===== src/rtl/tspp_pkg.sv =====
// Shared types and constants for the TS PAT/PMT section parser.
// No dependencies; imported by the controller, the datapath and the top level.
`timescale 1ns / 1ps
`default_nettype none
package tspp_pkg;

    localparam int unsigned PACKET_BYTES = 188;

    typedef struct packed {
        logic [7:0] data_byte;
        logic       packet_start;
    } t_in;

    typedef struct packed {
        logic        entry_kind;
        logic [15:0] program_number;
        logic [12:0] stream_pid;
        logic [7:0]  stream_type;
        logic        table_full;
    } t_out;

    typedef enum logic [3:0] {
        PH_IDLE    = 4'd0,
        PH_HDR     = 4'd1,
        PH_AFLEN   = 4'd2,
        PH_AFSKIP  = 4'd3,
        PH_PTR     = 4'd4,
        PH_PTRSKIP = 4'd5,
        PH_TBLHDR  = 4'd6,
        PH_PINFO   = 4'd7,
        PH_ENTRY   = 4'd8,
        PH_ESSKIP  = 4'd9,
        PH_DONE    = 4'd10
    } t_phase;

    typedef enum logic [1:0] {
        ST_RUN,
        ST_SCAN_HDR,
        ST_SCAN_PAT,
        ST_EMIT_PAT
    } t_state;

    localparam logic       KIND_PAT = 1'b0;
    localparam logic       KIND_PMT = 1'b1;
    localparam logic [1:0] FC_PAYLOAD = 2'd1;
    localparam logic [1:0] FC_BOTH    = 2'd3;

    // controller to datapath
    typedef struct packed {
        logic step;       // an input beat is taken this edge
        logic scan;       // walk the PMT PID set
        logic set_known;  // latch header lookup result
        logic emit_pat;   // finish a looked-up PAT entry
        logic out_taken;  // result beat leaves this edge
    } t_cmd;

    // datapath to controller
    typedef struct packed {
        logic hdr_scan;   // this beat needs a lookup of the packet PID
        logic pat_scan;   // this beat completes a PAT entry that needs a lookup
        logic scan_done;
        logic out_busy;
    } t_sts;

endpackage
`default_nettype wire


===== src/rtl/ts_pat_pmt_section_parser_unit.sv =====
// Top level of the TS PAT/PMT section parser: controller plus datapath.
// Depends on tspp_pkg, tspp_ctrl and tspp_dp.
`timescale 1ns / 1ps
`default_nettype none
// Takes one transport-stream byte per beat and emits one result per completed
// PAT program entry or PMT elementary stream entry. The byte that completes
// a packet's PID (when nonzero) and the byte that completes a PAT entry with a
// nonzero program and PID hold the input for a walk of the PMT PID set, one
// stored entry per cycle through its read port; a PAT entry then issues its
// result from the emit state. While a result sits in the result register under
// an output stall, the input is held as well, whether or not the next byte
// would produce a result. No clearing pass follows reset.
module ts_pat_pmt_section_parser_unit #(
    parameter int unsigned PMT_SET_DEPTH = 64
) (
    input  wire logic           i_clk,
    input  wire logic           i_rst_n,
    input  wire logic           i_in_valid,
    output logic                o_in_stall,
    input  wire tspp_pkg::t_in  i_in,
    output logic                o_out_valid,
    input  wire logic           i_out_stall,
    output tspp_pkg::t_out      o_out
);
    import tspp_pkg::*;

    t_cmd   cmd;
    t_sts   sts;
    t_state state;

    tspp_ctrl u_ctrl (
        .i_clk       (i_clk),
        .i_rst_n     (i_rst_n),
        .i_in_valid  (i_in_valid),
        .i_out_stall (i_out_stall),
        .i_sts       (sts),
        .o_cmd       (cmd),
        .o_in_stall  (o_in_stall),
        .o_state     (state)
    );

    tspp_dp #(
        .PMT_SET_DEPTH (PMT_SET_DEPTH)
    ) u_dp (
        .i_clk       (i_clk),
        .i_rst_n     (i_rst_n),
        .i_in        (i_in),
        .i_cmd       (cmd),
        .o_sts       (sts),
        .o_out_valid (o_out_valid),
        .o_out       (o_out)
    );

    a_accept_in_run: assert property (@(posedge i_clk) disable iff (!i_rst_n)
        (i_in_valid && !o_in_stall) |-> (state == ST_RUN))
        else $error("input beat taken outside run state");

    a_full_only_pat: assert property (@(posedge i_clk) disable iff (!i_rst_n)
        o_out_valid |-> !(o_out.table_full && o_out.entry_kind == KIND_PMT))
        else $error("table_full on a PMT result");

    a_hdr_scan_exit: assert property (@(posedge i_clk) disable iff (!i_rst_n)
        (state == ST_SCAN_HDR) |=> (state == ST_SCAN_HDR || state == ST_RUN))
        else $error("header lookup left to wrong state");

    a_emit_loads: assert property (@(posedge i_clk) disable iff (!i_rst_n)
        cmd.emit_pat |=> (o_out_valid && o_out.entry_kind == KIND_PAT))
        else $error("PAT result not loaded");

endmodule
`default_nettype wire


===== src/rtl/tspp_ctrl.sv =====
// Sequencing controller: byte acceptance, set lookups and PAT result issue.
// Depends on tspp_pkg.
`timescale 1ns / 1ps
`default_nettype none
module tspp_ctrl (
    input  wire logic            i_clk,
    input  wire logic            i_rst_n,
    input  wire logic            i_in_valid,
    input  wire logic            i_out_stall,
    input  wire tspp_pkg::t_sts  i_sts,
    output tspp_pkg::t_cmd       o_cmd,
    output logic                 o_in_stall,
    output tspp_pkg::t_state     o_state
);
    import tspp_pkg::*;

    t_state r_state, n_state;
    logic   out_free;

    assign out_free = !i_sts.out_busy || !i_out_stall;

    always_ff @(posedge i_clk) begin
        if (!i_rst_n) begin
            r_state <= ST_RUN;
        end else begin
            r_state <= n_state;
        end
    end

    always_comb begin
        n_state = r_state;
        unique case (r_state)
            ST_RUN: begin
                if (o_cmd.step && i_sts.hdr_scan) n_state = ST_SCAN_HDR;
                else if (o_cmd.step && i_sts.pat_scan) n_state = ST_SCAN_PAT;
            end
            ST_SCAN_HDR: begin
                if (i_sts.scan_done) n_state = ST_RUN;
            end
            ST_SCAN_PAT: begin
                if (i_sts.scan_done) n_state = ST_EMIT_PAT;
            end
            ST_EMIT_PAT: begin
                if (out_free) n_state = ST_RUN;
            end
            default: n_state = ST_RUN;
        endcase
    end

    always_comb begin
        o_in_stall        = (r_state != ST_RUN) || !out_free;
        o_cmd.step        = i_in_valid && !o_in_stall;
        o_cmd.scan        = (r_state == ST_SCAN_HDR) || (r_state == ST_SCAN_PAT);
        o_cmd.set_known   = (r_state == ST_SCAN_HDR) && i_sts.scan_done;
        o_cmd.emit_pat    = (r_state == ST_EMIT_PAT) && out_free;
        o_cmd.out_taken   = i_sts.out_busy && !i_out_stall;
    end

    assign o_state = r_state;

endmodule
`default_nettype wire


===== src/rtl/tspp_dp.sv =====
// Datapath: packet/section parse registers, PMT PID set memory with a
// one-entry-per-cycle lookup, and the result register. Depends on tspp_pkg.
`timescale 1ns / 1ps
`default_nettype none
module tspp_dp #(
    parameter int unsigned PMT_SET_DEPTH = 64
) (
    input  wire logic           i_clk,
    input  wire logic           i_rst_n,
    input  wire tspp_pkg::t_in  i_in,
    input  wire tspp_pkg::t_cmd i_cmd,
    output tspp_pkg::t_sts      o_sts,
    output logic                o_out_valid,
    output tspp_pkg::t_out      o_out
);
    import tspp_pkg::*;

    localparam int unsigned AW = (PMT_SET_DEPTH > 1) ? $clog2(PMT_SET_DEPTH) : 1;
    localparam int unsigned CW = $clog2(PMT_SET_DEPTH + 1);
    localparam logic [CW-1:0] SET_MAX = CW'(PMT_SET_DEPTH);

    logic [12:0] r_set [PMT_SET_DEPTH];

    logic [7:0]  r_pos, n_pos;
    logic [12:0] r_pid, n_pid;
    logic        r_usf, n_usf;
    logic [1:0]  r_fc, n_fc;
    logic [7:0]  r_skip, n_skip;
    t_phase      r_phase, n_phase;
    logic [11:0] r_sec, n_sec;
    logic [11:0] r_es, n_es;
    logic [39:0] r_ea, n_ea;
    logic [2:0]  r_ebc, n_ebc;
    logic        r_known;
    logic [CW-1:0] r_count;
    logic [CW-1:0] r_idx;
    logic [12:0] r_key;
    logic [12:0] r_rd;
    logic        r_rd_vld;
    logic        r_hit;
    logic        r_out_valid;
    t_out        r_out;

    logic        emit_now;
    t_out        emit_data;
    logic        hdr_scan, pat_scan;
    logic [12:0] scan_key;
    t_phase      pb_phase;
    logic [7:0]  b, pos1, skip_dec, skip_inc;
    logic [11:0] sec_dec, es_dec;
    logic [39:0] ea_sh;
    logic [2:0]  ebc1, need;
    logic        is_pat, scan_done, set_ins;

    assign b        = i_in.data_byte;
    assign is_pat   = (r_pid == 13'd0);
    assign pos1     = r_pos + 8'd1;
    assign skip_dec = (r_skip != 8'd0) ? r_skip - 8'd1 : r_skip;
    assign skip_inc = r_skip + 8'd1;
    assign sec_dec  = (r_sec != 12'd0) ? r_sec - 12'd1 : r_sec;
    assign es_dec   = (r_es != 12'd0) ? r_es - 12'd1 : r_es;
    assign ea_sh    = {r_ea[31:0], b};
    assign ebc1     = r_ebc + 3'd1;
    assign need     = is_pat ? 3'd4 : 3'd5;
    assign pb_phase = (!r_usf || (!is_pat && !r_known)) ? PH_DONE : PH_PTR;

    always_comb begin
        n_pos = r_pos; n_pid = r_pid; n_usf = r_usf; n_fc = r_fc;
        n_skip = r_skip; n_phase = r_phase; n_sec = r_sec; n_es = r_es;
        n_ea = r_ea; n_ebc = r_ebc;
        emit_now = 1'b0; emit_data = '0;
        hdr_scan = 1'b0; pat_scan = 1'b0; scan_key = '0;
        if (i_in.packet_start) begin
            n_pos   = '0;
            n_phase = PH_HDR;
        end else if (r_phase != PH_IDLE) begin
            if (pos1 >= 8'(PACKET_BYTES)) begin
                n_pos   = 8'(PACKET_BYTES);
                n_phase = PH_IDLE;
            end else begin
                n_pos = pos1;
                unique case (r_phase)
                    PH_HDR: begin
                        if (pos1 == 8'd1) begin
                            n_usf = b[6];
                            n_pid = {b[4:0], 8'd0};
                        end else if (pos1 == 8'd2) begin
                            n_pid    = {r_pid[12:8], b};
                            hdr_scan = ({r_pid[12:8], b} != 13'd0);
                            scan_key = {r_pid[12:8], b};
                        end else begin
                            n_fc = b[5:4];
                            if (b[5:4] == FC_BOTH) n_phase = PH_AFLEN;
                            else if (b[5:4] == FC_PAYLOAD) n_phase = pb_phase;
                            else n_phase = PH_DONE;
                        end
                    end
                    PH_AFLEN: begin
                        n_skip  = b;
                        n_phase = (b == 8'd0) ? pb_phase : PH_AFSKIP;
                    end
                    PH_AFSKIP: begin
                        n_skip = skip_dec;
                        if (skip_dec == 8'd0) n_phase = pb_phase;
                    end
                    PH_PTR: begin
                        n_skip  = b;
                        n_phase = (b == 8'd0) ? PH_TBLHDR : PH_PTRSKIP;
                    end
                    PH_PTRSKIP: begin
                        n_skip = skip_dec;
                        if (skip_dec == 8'd0) n_phase = PH_TBLHDR;
                    end
                    PH_TBLHDR: begin
                        if (r_skip == 8'd1) begin
                            n_ea = {36'd0, b[3:0]};
                        end else if (r_skip == 8'd2) begin
                            n_sec = {r_ea[3:0], b};
                        end else if (r_skip >= 8'd3) begin
                            n_sec = sec_dec;
                            if (r_skip == 8'd10) n_ea = {36'd0, b[3:0]};
                            if (r_skip == 8'd11) n_es = {r_ea[3:0], b};
                        end
                        n_skip = skip_inc;
                        if (is_pat && skip_inc == 8'd8) begin
                            n_phase = PH_ENTRY;
                            n_ebc   = '0;
                        end else if (!is_pat && skip_inc == 8'd12) begin
                            n_phase = (n_es == 12'd0) ? PH_ENTRY : PH_PINFO;
                            n_ebc   = '0;
                        end
                    end
                    PH_PINFO, PH_ESSKIP: begin
                        if (r_sec <= 12'd4) begin
                            n_phase = PH_DONE;
                        end else begin
                            n_sec = sec_dec;
                            n_es  = es_dec;
                            if (es_dec == 12'd0) begin
                                n_phase = PH_ENTRY;
                                n_ebc   = '0;
                            end
                        end
                    end
                    PH_ENTRY: begin
                        if (r_ebc == 3'd0 && r_sec < ({9'd0, need} + 12'd4)) begin
                            n_phase = PH_DONE;
                        end else begin
                            n_sec = sec_dec;
                            n_ea  = ea_sh;
                            if (ebc1 < need) begin
                                n_ebc = ebc1;
                            end else begin
                                n_ebc = '0;
                                if (is_pat) begin
                                    if (ea_sh[31:16] != 16'd0 && ea_sh[12:0] != 13'd0) begin
                                        pat_scan = 1'b1;
                                        scan_key = ea_sh[12:0];
                                    end else begin
                                        emit_now = 1'b1;
                                        emit_data.entry_kind     = KIND_PAT;
                                        emit_data.program_number = ea_sh[31:16];
                                        emit_data.stream_pid     = ea_sh[12:0];
                                    end
                                end else begin
                                    emit_now = 1'b1;
                                    emit_data.entry_kind  = KIND_PMT;
                                    emit_data.stream_pid  = ea_sh[28:16];
                                    emit_data.stream_type = ea_sh[39:32];
                                    n_es = ea_sh[11:0];
                                    if (ea_sh[11:0] != 12'd0) n_phase = PH_ESSKIP;
                                end
                            end
                        end
                    end
                    default: begin
                    end
                endcase
            end
        end
    end

    assign scan_done = (r_idx >= r_count) && !r_rd_vld;
    assign set_ins   = i_cmd.emit_pat && !r_hit && (r_count < SET_MAX);

    // set storage and lookup read port
    always_ff @(posedge i_clk) begin
        if (set_ins) r_set[r_count[AW-1:0]] <= r_ea[12:0];
        r_rd <= r_set[r_idx[AW-1:0]];
    end

    always_ff @(posedge i_clk) begin
        if (!i_rst_n) begin
            r_pos <= '0; r_pid <= '0; r_usf <= 1'b0; r_fc <= '0; r_skip <= '0;
            r_phase <= PH_IDLE; r_sec <= '0; r_es <= '0; r_ea <= '0; r_ebc <= '0;
            r_known <= 1'b0; r_count <= '0; r_idx <= '0; r_rd_vld <= 1'b0;
            r_hit <= 1'b0; r_out_valid <= 1'b0;
        end else begin
            if (i_cmd.step) begin
                r_pos <= n_pos; r_pid <= n_pid; r_usf <= n_usf; r_fc <= n_fc;
                r_skip <= n_skip; r_phase <= n_phase; r_sec <= n_sec;
                r_es <= n_es; r_ea <= n_ea; r_ebc <= n_ebc;
                if (hdr_scan || pat_scan) begin
                    r_idx    <= '0;
                    r_rd_vld <= 1'b0;
                    r_hit    <= 1'b0;
                end
            end else if (i_cmd.scan) begin
                if (r_rd_vld && r_rd == r_key) r_hit <= 1'b1;
                if (r_idx < r_count) begin
                    r_rd_vld <= 1'b1;
                    r_idx    <= r_idx + CW'(1);
                end else begin
                    r_rd_vld <= 1'b0;
                end
            end
            if (i_cmd.set_known) r_known <= r_hit;
            if (set_ins) r_count <= r_count + CW'(1);
            if (emit_now && i_cmd.step || i_cmd.emit_pat) r_out_valid <= 1'b1;
            else if (i_cmd.out_taken) r_out_valid <= 1'b0;
        end
    end

    // payload registers
    always_ff @(posedge i_clk) begin
        if (i_cmd.step && (hdr_scan || pat_scan)) r_key <= scan_key;
        if (i_cmd.step && emit_now) begin
            r_out <= emit_data;
        end else if (i_cmd.emit_pat) begin
            r_out.entry_kind     <= KIND_PAT;
            r_out.program_number <= r_ea[31:16];
            r_out.stream_pid     <= r_ea[12:0];
            r_out.stream_type    <= '0;
            r_out.table_full     <= !r_hit && (r_count >= SET_MAX);
        end
    end

    assign o_sts.hdr_scan  = hdr_scan;
    assign o_sts.pat_scan  = pat_scan;
    assign o_sts.scan_done = scan_done;
    assign o_sts.out_busy  = r_out_valid;
    assign o_out_valid     = r_out_valid;
    assign o_out           = r_out;

endmodule
`default_nettype wire


===== config.mk =====
export PLATFORM = sky130hd
export DESIGN_NAME = ts_pat_pmt_section_parser_unit
export DESIGN_NICKNAME = d
export VERILOG_FILES = /design/src/rtl/tspp_pkg.sv /design/src/rtl/ts_pat_pmt_section_parser_unit.sv /design/src/rtl/tspp_ctrl.sv /design/src/rtl/tspp_dp.sv
export SDC_FILE = /design/constraint.sdc
export NUM_CORES = 1
export LEC_CHECK = 0
export CAP_MARGIN = 20
export CORE_ASPECT_RATIO = 1.5
export CORE_UTILIZATION = 55
export CTS_CLUSTER_SIZE = 16
export DETAILED_ROUTE_END_ITERATION = 8
export DONT_BUFFER_PORTS = 1
export GPL_ROUTABILITY_DRIVEN = 0
export PLACE_DENSITY = 0.74
export SYNTH_ARGS = -nofsm -noshare
export SYNTH_HDL_FRONTEND = slang
export SYNTH_HIERARCHICAL = 1
export SYNTH_SLANG_ARGS = --single-unit

===== constraint.sdc =====
create_clock -name i_clk -period 3.85 [get_ports i_clk]
set_clock_uncertainty 0.1 [all_clocks]
set_input_delay 0 -clock i_clk [delete_from_list [all_inputs] [get_ports i_clk]]
set_output_delay 0 -clock i_clk [all_outputs]
set_load 0.1 [all_outputs]

==> results.yml, run 1 <==
synth:
  synth.avg_cell_area_um2: 17.28
  synth_top_cell_area_share_pct: 63.59
  ys_types: 87
  synth_area_leaders: "edfxtp_1 64%, mux4_2 15%, dfxtp_1 6.1%"
  yosysWarningCount: 6
  yosys_register_bits: 1010
  synth_edf_count: 883
  netlist_area_mm2: 0.04170
  synth_top_cell_by_area: "edfxtp_1"
  postSynthCellCount: 2413
  synth_seq_area_share_pct: 69.68
  syn-num-nets: 2454
  async_flop_share_pct: 0
  synthFlopType: "edfxtp_1"
sta:
  setup_tns_ns: 0
  finalHoldViolCount: 0
  slew_viol_final: 0
  setup_slack_ns: 0.1441
  timing.hold.ws_ns: 0.07744
  relSlewSlack_pct: 32.00
  clock.fmax_mhz: 269.8
  finalCritPeriodShare_pct: 96.26
  setup_viol: 0
  rsz0062_at_grt: "false"
  worstMarginPinSlew_ns: 1.018
  finalCriticalPeriod_ns: 3.706
global_routing:
  grt_antenna_before_repair: 8
  grt_usage_pct: 26.64
  grt_most_used_layer: "met2"
  grt_first_pass_wirelength_um: 149400
  grt-ovfl-total: 0
  use_met1_pct: 29.66
  grt_pass1_vias: 23578
  grtUsageMet2_pct: 47.55
  use_met3_pct: 4.440
  grt_max_degree: 109
min_path:
  hp-class: "input pin to flop"
final_layout:
  layout.nets: 2522
  fillerInstances: 5106
  final_common_cell: "edfxtp_1"
  area_growth_pct: 11.10
  drive_gt1_share_pct: 22.30
  fin_util_pct: 61.82
  final_cell_mix: "883 x edfxtp_1, 273 x mux4_2, 165 x nand2_1, 152 x nor2_1, 110 x dfxtp_1"
cts:
  cts_made_buffers: 87
  cts_max_level: 3
  cts_tree: "done"
  clk_pin_slew_ns: 0.07
  cts_sinks: 1010
  clockBufferDepth: 3
  worstSkewPairLatency_ns: 0.66
  cts-root-buf: "clkbuf_16"
run:
  maxCapViolations: 0
floorplan:
  std_cell_rows: 123
  die_w_um: 226.8
  initial_utilization_pct: 55.64
  die_y_um: 339.2
  die_area_mm2: 0.07695
  ios: 54
  coreArea_mm2: 0.07495
worst_setup_path:
  cp-end-kind: "flop"
  crit_fanout: 39
  critPathRequiredTime_ns: 4.34
  cp.arrival_ns: 4.19
  cp-start-kind: "flop"
  worstSetupPathType: "flop to flop"
drt:
  wl_um: 100400
  via_per_inst: 6.500
  dr_total_vias: 23147
  drc_errors: 0
  dr.pass1.iters: 6
  drt_first_iter_violations: 2474
  avgRoutedWirePerCell_um: 28.21
  postRouteAntennaNets: 0
power_and_ir_drop:
  finalPower_w: 0.02114
  p_per_area_mw_per_mm2: 456.2
  vdd_drop_max_v: 0.0002979
  p_leak_nw: 14.78
placement:
  hpwl_um: 62470
  pre_cts_ws_ns: 0.1727
  numPortBuffers: 0
outcome:
  status: "finished clean"
[final cells by class]
class	instances	area, um2	area share [%]
timing repair buffer	131	1149	2.479
tap	1000	1251	2.701
multi-input combinational	1216	11930	25.76
inverter	35	131.4	0.2836
antenna	10	25.02	0.05401
sequential	1010	29090	62.78
clock inverter	52	479.2	1.034
clock buffer	107	2273	4.907
[worst paths after layout]
kind / startpoint / to / slack [ns] / cells past startpoint
setup / recovery: u_dp/r_pos[0]$_SDFFE_PN0P_ / u_dp/o_out_valid$_SDFFE_PN0P_ / 0.14 / 11
hold / removal: i_out_stall / u_dp/o_out[0]$_SDFFE_PP0P_ / 0.08 / 5
setup reg to reg: u_dp/r_pos[0]$_SDFFE_PN0P_ / u_dp/o_out_valid$_SDFFE_PN0P_ / 0.14 / 11
hold reg to reg: u_dp/r_pid[2]$_SDFFE_PN0P_ / u_dp/r_pid[2]$_SDFFE_PN0P_ / 0.36 / 2
[stage by stage]
stage                     area, um2  instances
final                         46330       3561
after global routing          46320       3557
after CTS                     46280       3550
after detailed placement      43350       3375
after global placement        43320       3374
after floorplan               41700       2413
[flip-flops by register name, indices dropped and copies added, names as in the netlist]
| name | flops |
|---|---|
| u_dp/r_key | 13 |
| u_dp/r_idx | 7 |
| u_dp/r_es | 12 |
| u_dp/r_sec | 12 |
| u_dp/r_skip | 8 |
| u_dp/r_pid | 13 |
| u_dp/o_out_valid | 1 |
| u_dp/r_set | 832 |
| u_dp/o_out | 39 |
| u_dp/r_rd_vld | 1 |
| u_dp/r_ea | 32 |
| u_dp/r_rd | 13 |
| u_dp/r_known | 1 |
| u_dp/r_count | 7 |
| u_ctrl/o_state | 2 |
| u_dp/r_ebc | 3 |
| u_dp/r_phase | 4 |
| u_dp/r_pos | 8 |
| u_dp/r_hit | 1 |
| u_dp/r_usf | 1 |
[critical path, stage by stage, from the launching register on]
cell           delay, ns
dfxtp_1             0.39
ha_1                0.34
nor2b_1             0.18
and2_1              0.19
o2111ai_1           0.31
nand3_2             0.29
nor4_4              0.47
buf_4               0.30
or2_2               0.17
buf_12              0.22
o21a_1              0.15
dlygate4sd3_1       0.54
[where the power goes]
| group | switching (W) | leakage (nW) | internal, W |
|---|---|---|---|
| logic | 0.000459 | 3.97 | 0.000271 |
| registers | 0.0000961 | 9.48 | 0.0118 |
| clock network | 0.00389 | 1.33 | 0.00465 |
[kinds of logic (layout without fill, tap and decap cells)]
kind of cell    Yosys count  in the layout  share of synthesized area (%)
other cells               0             10                              0
mux                     304            304                          15.49
xor+xnor                 30             30                         0.6301
flops                  1010           1010                          69.68
compound gates          296            296                          4.936
buf+inv                 187            325                          1.818
simple gates            558            558                          6.598
fa+ha+maj                28             28                         0.8401
[repair_timing]
item                       in CTS  in global routing
hold buffers                   16                  0
hold endpoints to repair      109                  0
buffers inserted                0                  0
setup endpoints to repair       0                 59
resized for setup               0                  5
[synthesized netlist by cell type (all sizes together), types with 4 or more instances]
master   count
a211oi       9
a21o         6
a21oi       58
a221o        4
a22o        46
a22oi        9
a31o         6
a31oi        5
and2        24
and3        19
buf         42
clkbuf     110
dfxtp      127
edfxtp     883
ha          28
inv         35
mux2i       29
mux4       273
nand2      165
nand2b       6
nand3       47
nand3b       6
nand4       17
nand4b       4
nor2       154
nor2b       11
nor3        42
nor3b        6
nor4        24
o2111ai      5
o211ai      10
o21a         6
o21ai       72
o22ai       10
o31ai        8
o32ai        6
or2          4
or3          6
or4         11
xnor2       20
xor2        10
[metal layers]
metal	share of wire, %	up-vias
met5	0.013	-
met4	6.4	2
met3	6.1	329
met2	54	1100
met1	34	11875
li1	-	9841
Note: power is estimated with default switching activity, not from simulation.
==> run 2: changes to the inputs <==
- CTS_BUF_LIST: default -> sky130_fd_sc_hd__clkbuf_4 sky130_fd_sc_hd__clkbuf_8
- GPL_TIMING_DRIVEN: default -> 0
==> run 2 against run 1 <==
Effect of this change:
- first-iteration DRC count up 26%
- flip-flop and latch count unchanged
- utilization up 1.3 points
- combinational power up 8.9%
- design area up 2.1%
- highest routed layer unchanged
- critical endpoint is now u_dp/r_set[46][3]$_DFFE_PP_
- routed wire length up 6.0%
- sequential power about the same
- via count up 6.5%
- largest cell class unchanged
==> results.yml, run 2 (same netlist as run 1, synthesis figures left out) <==
global_routing:
  grt-ovfl-total: 0
  grt_antenna_before_repair: 4
  grt_usage_pct: 28.26
  grt_first_pass_wirelength_um: 156600
  grt_max_degree: 53
  grt_pass1_vias: 24836
final_layout:
  multi_input_area_mm2: 0.01211
  final_common_cell: "edfxtp_1"
  area_growth_pct: 13.44
  final_cell_mix: "883 x edfxtp_1, 273 x mux4_2, 160 x nand2_1, 152 x clkbuf_8, 118 x nor2_1"
  regArea_mm2: 0.02908
  layout.nets: 2709
  largest_reg_flops: 832
  fin_util_pct: 63.11
  fillerInstances: 5153
  drive_gt1_share_pct: 25.59
min_path:
  whs_endpoint: "u_dp/r_phase[2]$_SDFFE_PN0P_"
  hp-class: "input pin to flop"
  holdPathStages: 6
  min-delay-start: "i_out_stall"
outcome:
  status: "finished clean"
placement:
  pre_cts_ws_ns: -1.019
  hpwl_um: 73420
  numPortBuffers: 0
floorplan:
  ios: 54
  coreArea_mm2: 0.07495
  die_w_um: 226.8
  die_y_um: 339.2
  initial_utilization_pct: 55.64
  die_area_mm2: 0.07695
  std_cell_rows: 123
sta:
  relSlewSlack_pct: 27.55
  setup_slack_ns: 0.02463
  finalCriticalPeriod_ns: 3.825
  slew_viol_final: 0
  worstMarginPinSlew_ns: 1.078
  finalHoldViolCount: 0
  timing.hold.ws_ns: 0.09251
  setup_viol: 0
  clock.fmax_mhz: 261.4
  finalCritPeriodShare_pct: 99.36
power_and_ir_drop:
  p_per_area_mw_per_mm2: 442.7
  p_leak_nw: 15.11
  vdd_drop_max_v: 0.0003328
cts:
  cts_made_buffers: 144
  cts_tree: "done"
  worstSkewPairLatency_ns: 0.81
  cts-root-buf: "clkbuf_8"
  clk_pin_slew_ns: 0.06
  clockBufferDepth: 3
  cts_max_level: 4
  cts_sinks: 1010
drt:
  avgRoutedWirePerCell_um: 28.19
  wl_um: 106500
  drt_first_iter_violations: 3127
  dr.pass1.iters: 7
  postRouteAntennaNets: 0
  dr_total_vias: 24653
  via_per_inst: 6.524
  drc_errors: 0
worst_setup_path:
  cp.arrival_ns: 4.23
  critPathSlowestCell: "nor2_2"
  critPathMaxStageDelay_ns: 0.58
  cp.depth: 8
  worst-path-buf-inv: 2
  worstSetupPathType: "flop to flop"
  crit_family: "simple AND/OR/NAND/NOR gates"
  critPathRequiredTime_ns: 4.25
  r2r_start: "u_dp/o_out_valid$_SDFFE_PN0P_"
  r2r_slack_ns: 0.02
  cp-end-kind: "flop"
  cp-start-kind: "flop"
  path_cells: "buf_4, nand2_1, and2_1, nor3b_4, nor2b_1, nand3_2, nor2_2, buf_6"
  rr_worst_depth: 8
  crit_fanout: 9
  r2r-end: "u_dp/r_set[46][3]$_DFFE_PP_"
run:
  maxCapViolations: 0
-- run 2: changes by cell type in the layout (fill, tap and decap cells not counted), moves of 10 or more --
cell and delta:
nor2_2 +27, clkinv_1 +13, clkbuf_8 +152, clkbuf_1 +84
clkbuf_4 +36, buf_6 +33, dlygate4sd3_1 +20, nor2_1 -34
clkbuf_16 -88, clkbuf_2 +10, buf_4 -68
-- run 2: area by class of cell --
cell class	instances	share of cell area [%]
diodes	1	0.005290
plain buffers	151	1.494
clock buffers	188	4.994
clock inverters	68	0.9549
inverters	35	0.2857
multi-input cells	1216	25.59
flip-flops and latches	1010	61.47
well taps	1000	2.645
repair buffers	110	2.560
-- run 2: repair_timing --
item                                    4_1_cts  5_1_grt
buffers inserted                              1        3
pin swaps                                     1        2
resized for setup                            70       35
hold endpoints to repair                    118        1
hold buffers                                 34        1
endpoints found under the setup margin      994      416
-- run 2: layer usage --
metal / up-vias / wire [um] / GRT usage (%)
li1: 10240 / - / -
met1: 12453 / 34550 / 31.58
met2: 1535 / 55180 / 48.46
met3: 419 / 8956 / 5.730
met4: 6 / 7796 / 19.05
met5: - / 37 / 0
-- run 2: worst max-delay path by stage --
stage	start	end	slack (ns)
final	u_dp/o_out_valid$_SDFFE_PN0P_	u_dp/r_set[46][3]$_DFFE_PP_	0.02
after global routing	u_dp/o_out_valid$_SDFFE_PN0P_	u_dp/r_set[30][6]$_DFFE_PP_	-0.07
after CTS	u_dp/o_out_valid$_SDFFE_PN0P_	u_dp/r_set[2][5]$_DFFE_PP_	-0.18
after detailed placement	u_dp/o_out_valid$_SDFFE_PN0P_	u_dp/r_set[32][12]$_DFFE_PP_	-1.02
after global placement	u_dp/o_out_valid$_SDFFE_PN0P_	u_dp/r_set[39][2]$_DFFE_PP_	-2.36
after floorplan	u_dp/o_out_valid$_SDFFE_PN0P_	u_dp/r_set[23][0]$_DFFE_PP_	-0.34
-- run 2: stage by stage --
stage          std cells  instance area [um2]  total power (W)  TNS, ns
2_1_floorplan       2413                41700          0.01260   -17.52
3_3_place_gp        3413                42950          0.01279  -875.21
6_report            3779                47300          0.02094        0
5_1_grt             3779                47300          0.02154   -2.566
3_5_place_dp        3483                43810          0.01281  -545.94
4_1_cts             3774                47180          0.02107   -16.06
-- run 2: power by group --
| group | internal (W) | switching [W] | leakage [nW] |
|---|---|---|---|
| Combinational | 0.000297 | 0.000498 | 4.16 |
| Sequential | 0.0118 | 0.0000974 | 9.48 |
| Clock | 0.00429 | 0.00397 | 1.47 |
| Total | 0.0164 | 0.00457 | 15.1 |
-- run 2: worst register-to-register path, cell delays in order, from the launching register on --
cell and delay (ns):
dfxtp_2 0.50, buf_4 0.23, nand2_1 0.06, and2_1 0.44, nor3b_4 0.45, nor2b_1 0.44
nand3_2 0.48, nor2_2 0.59, buf_6 0.22
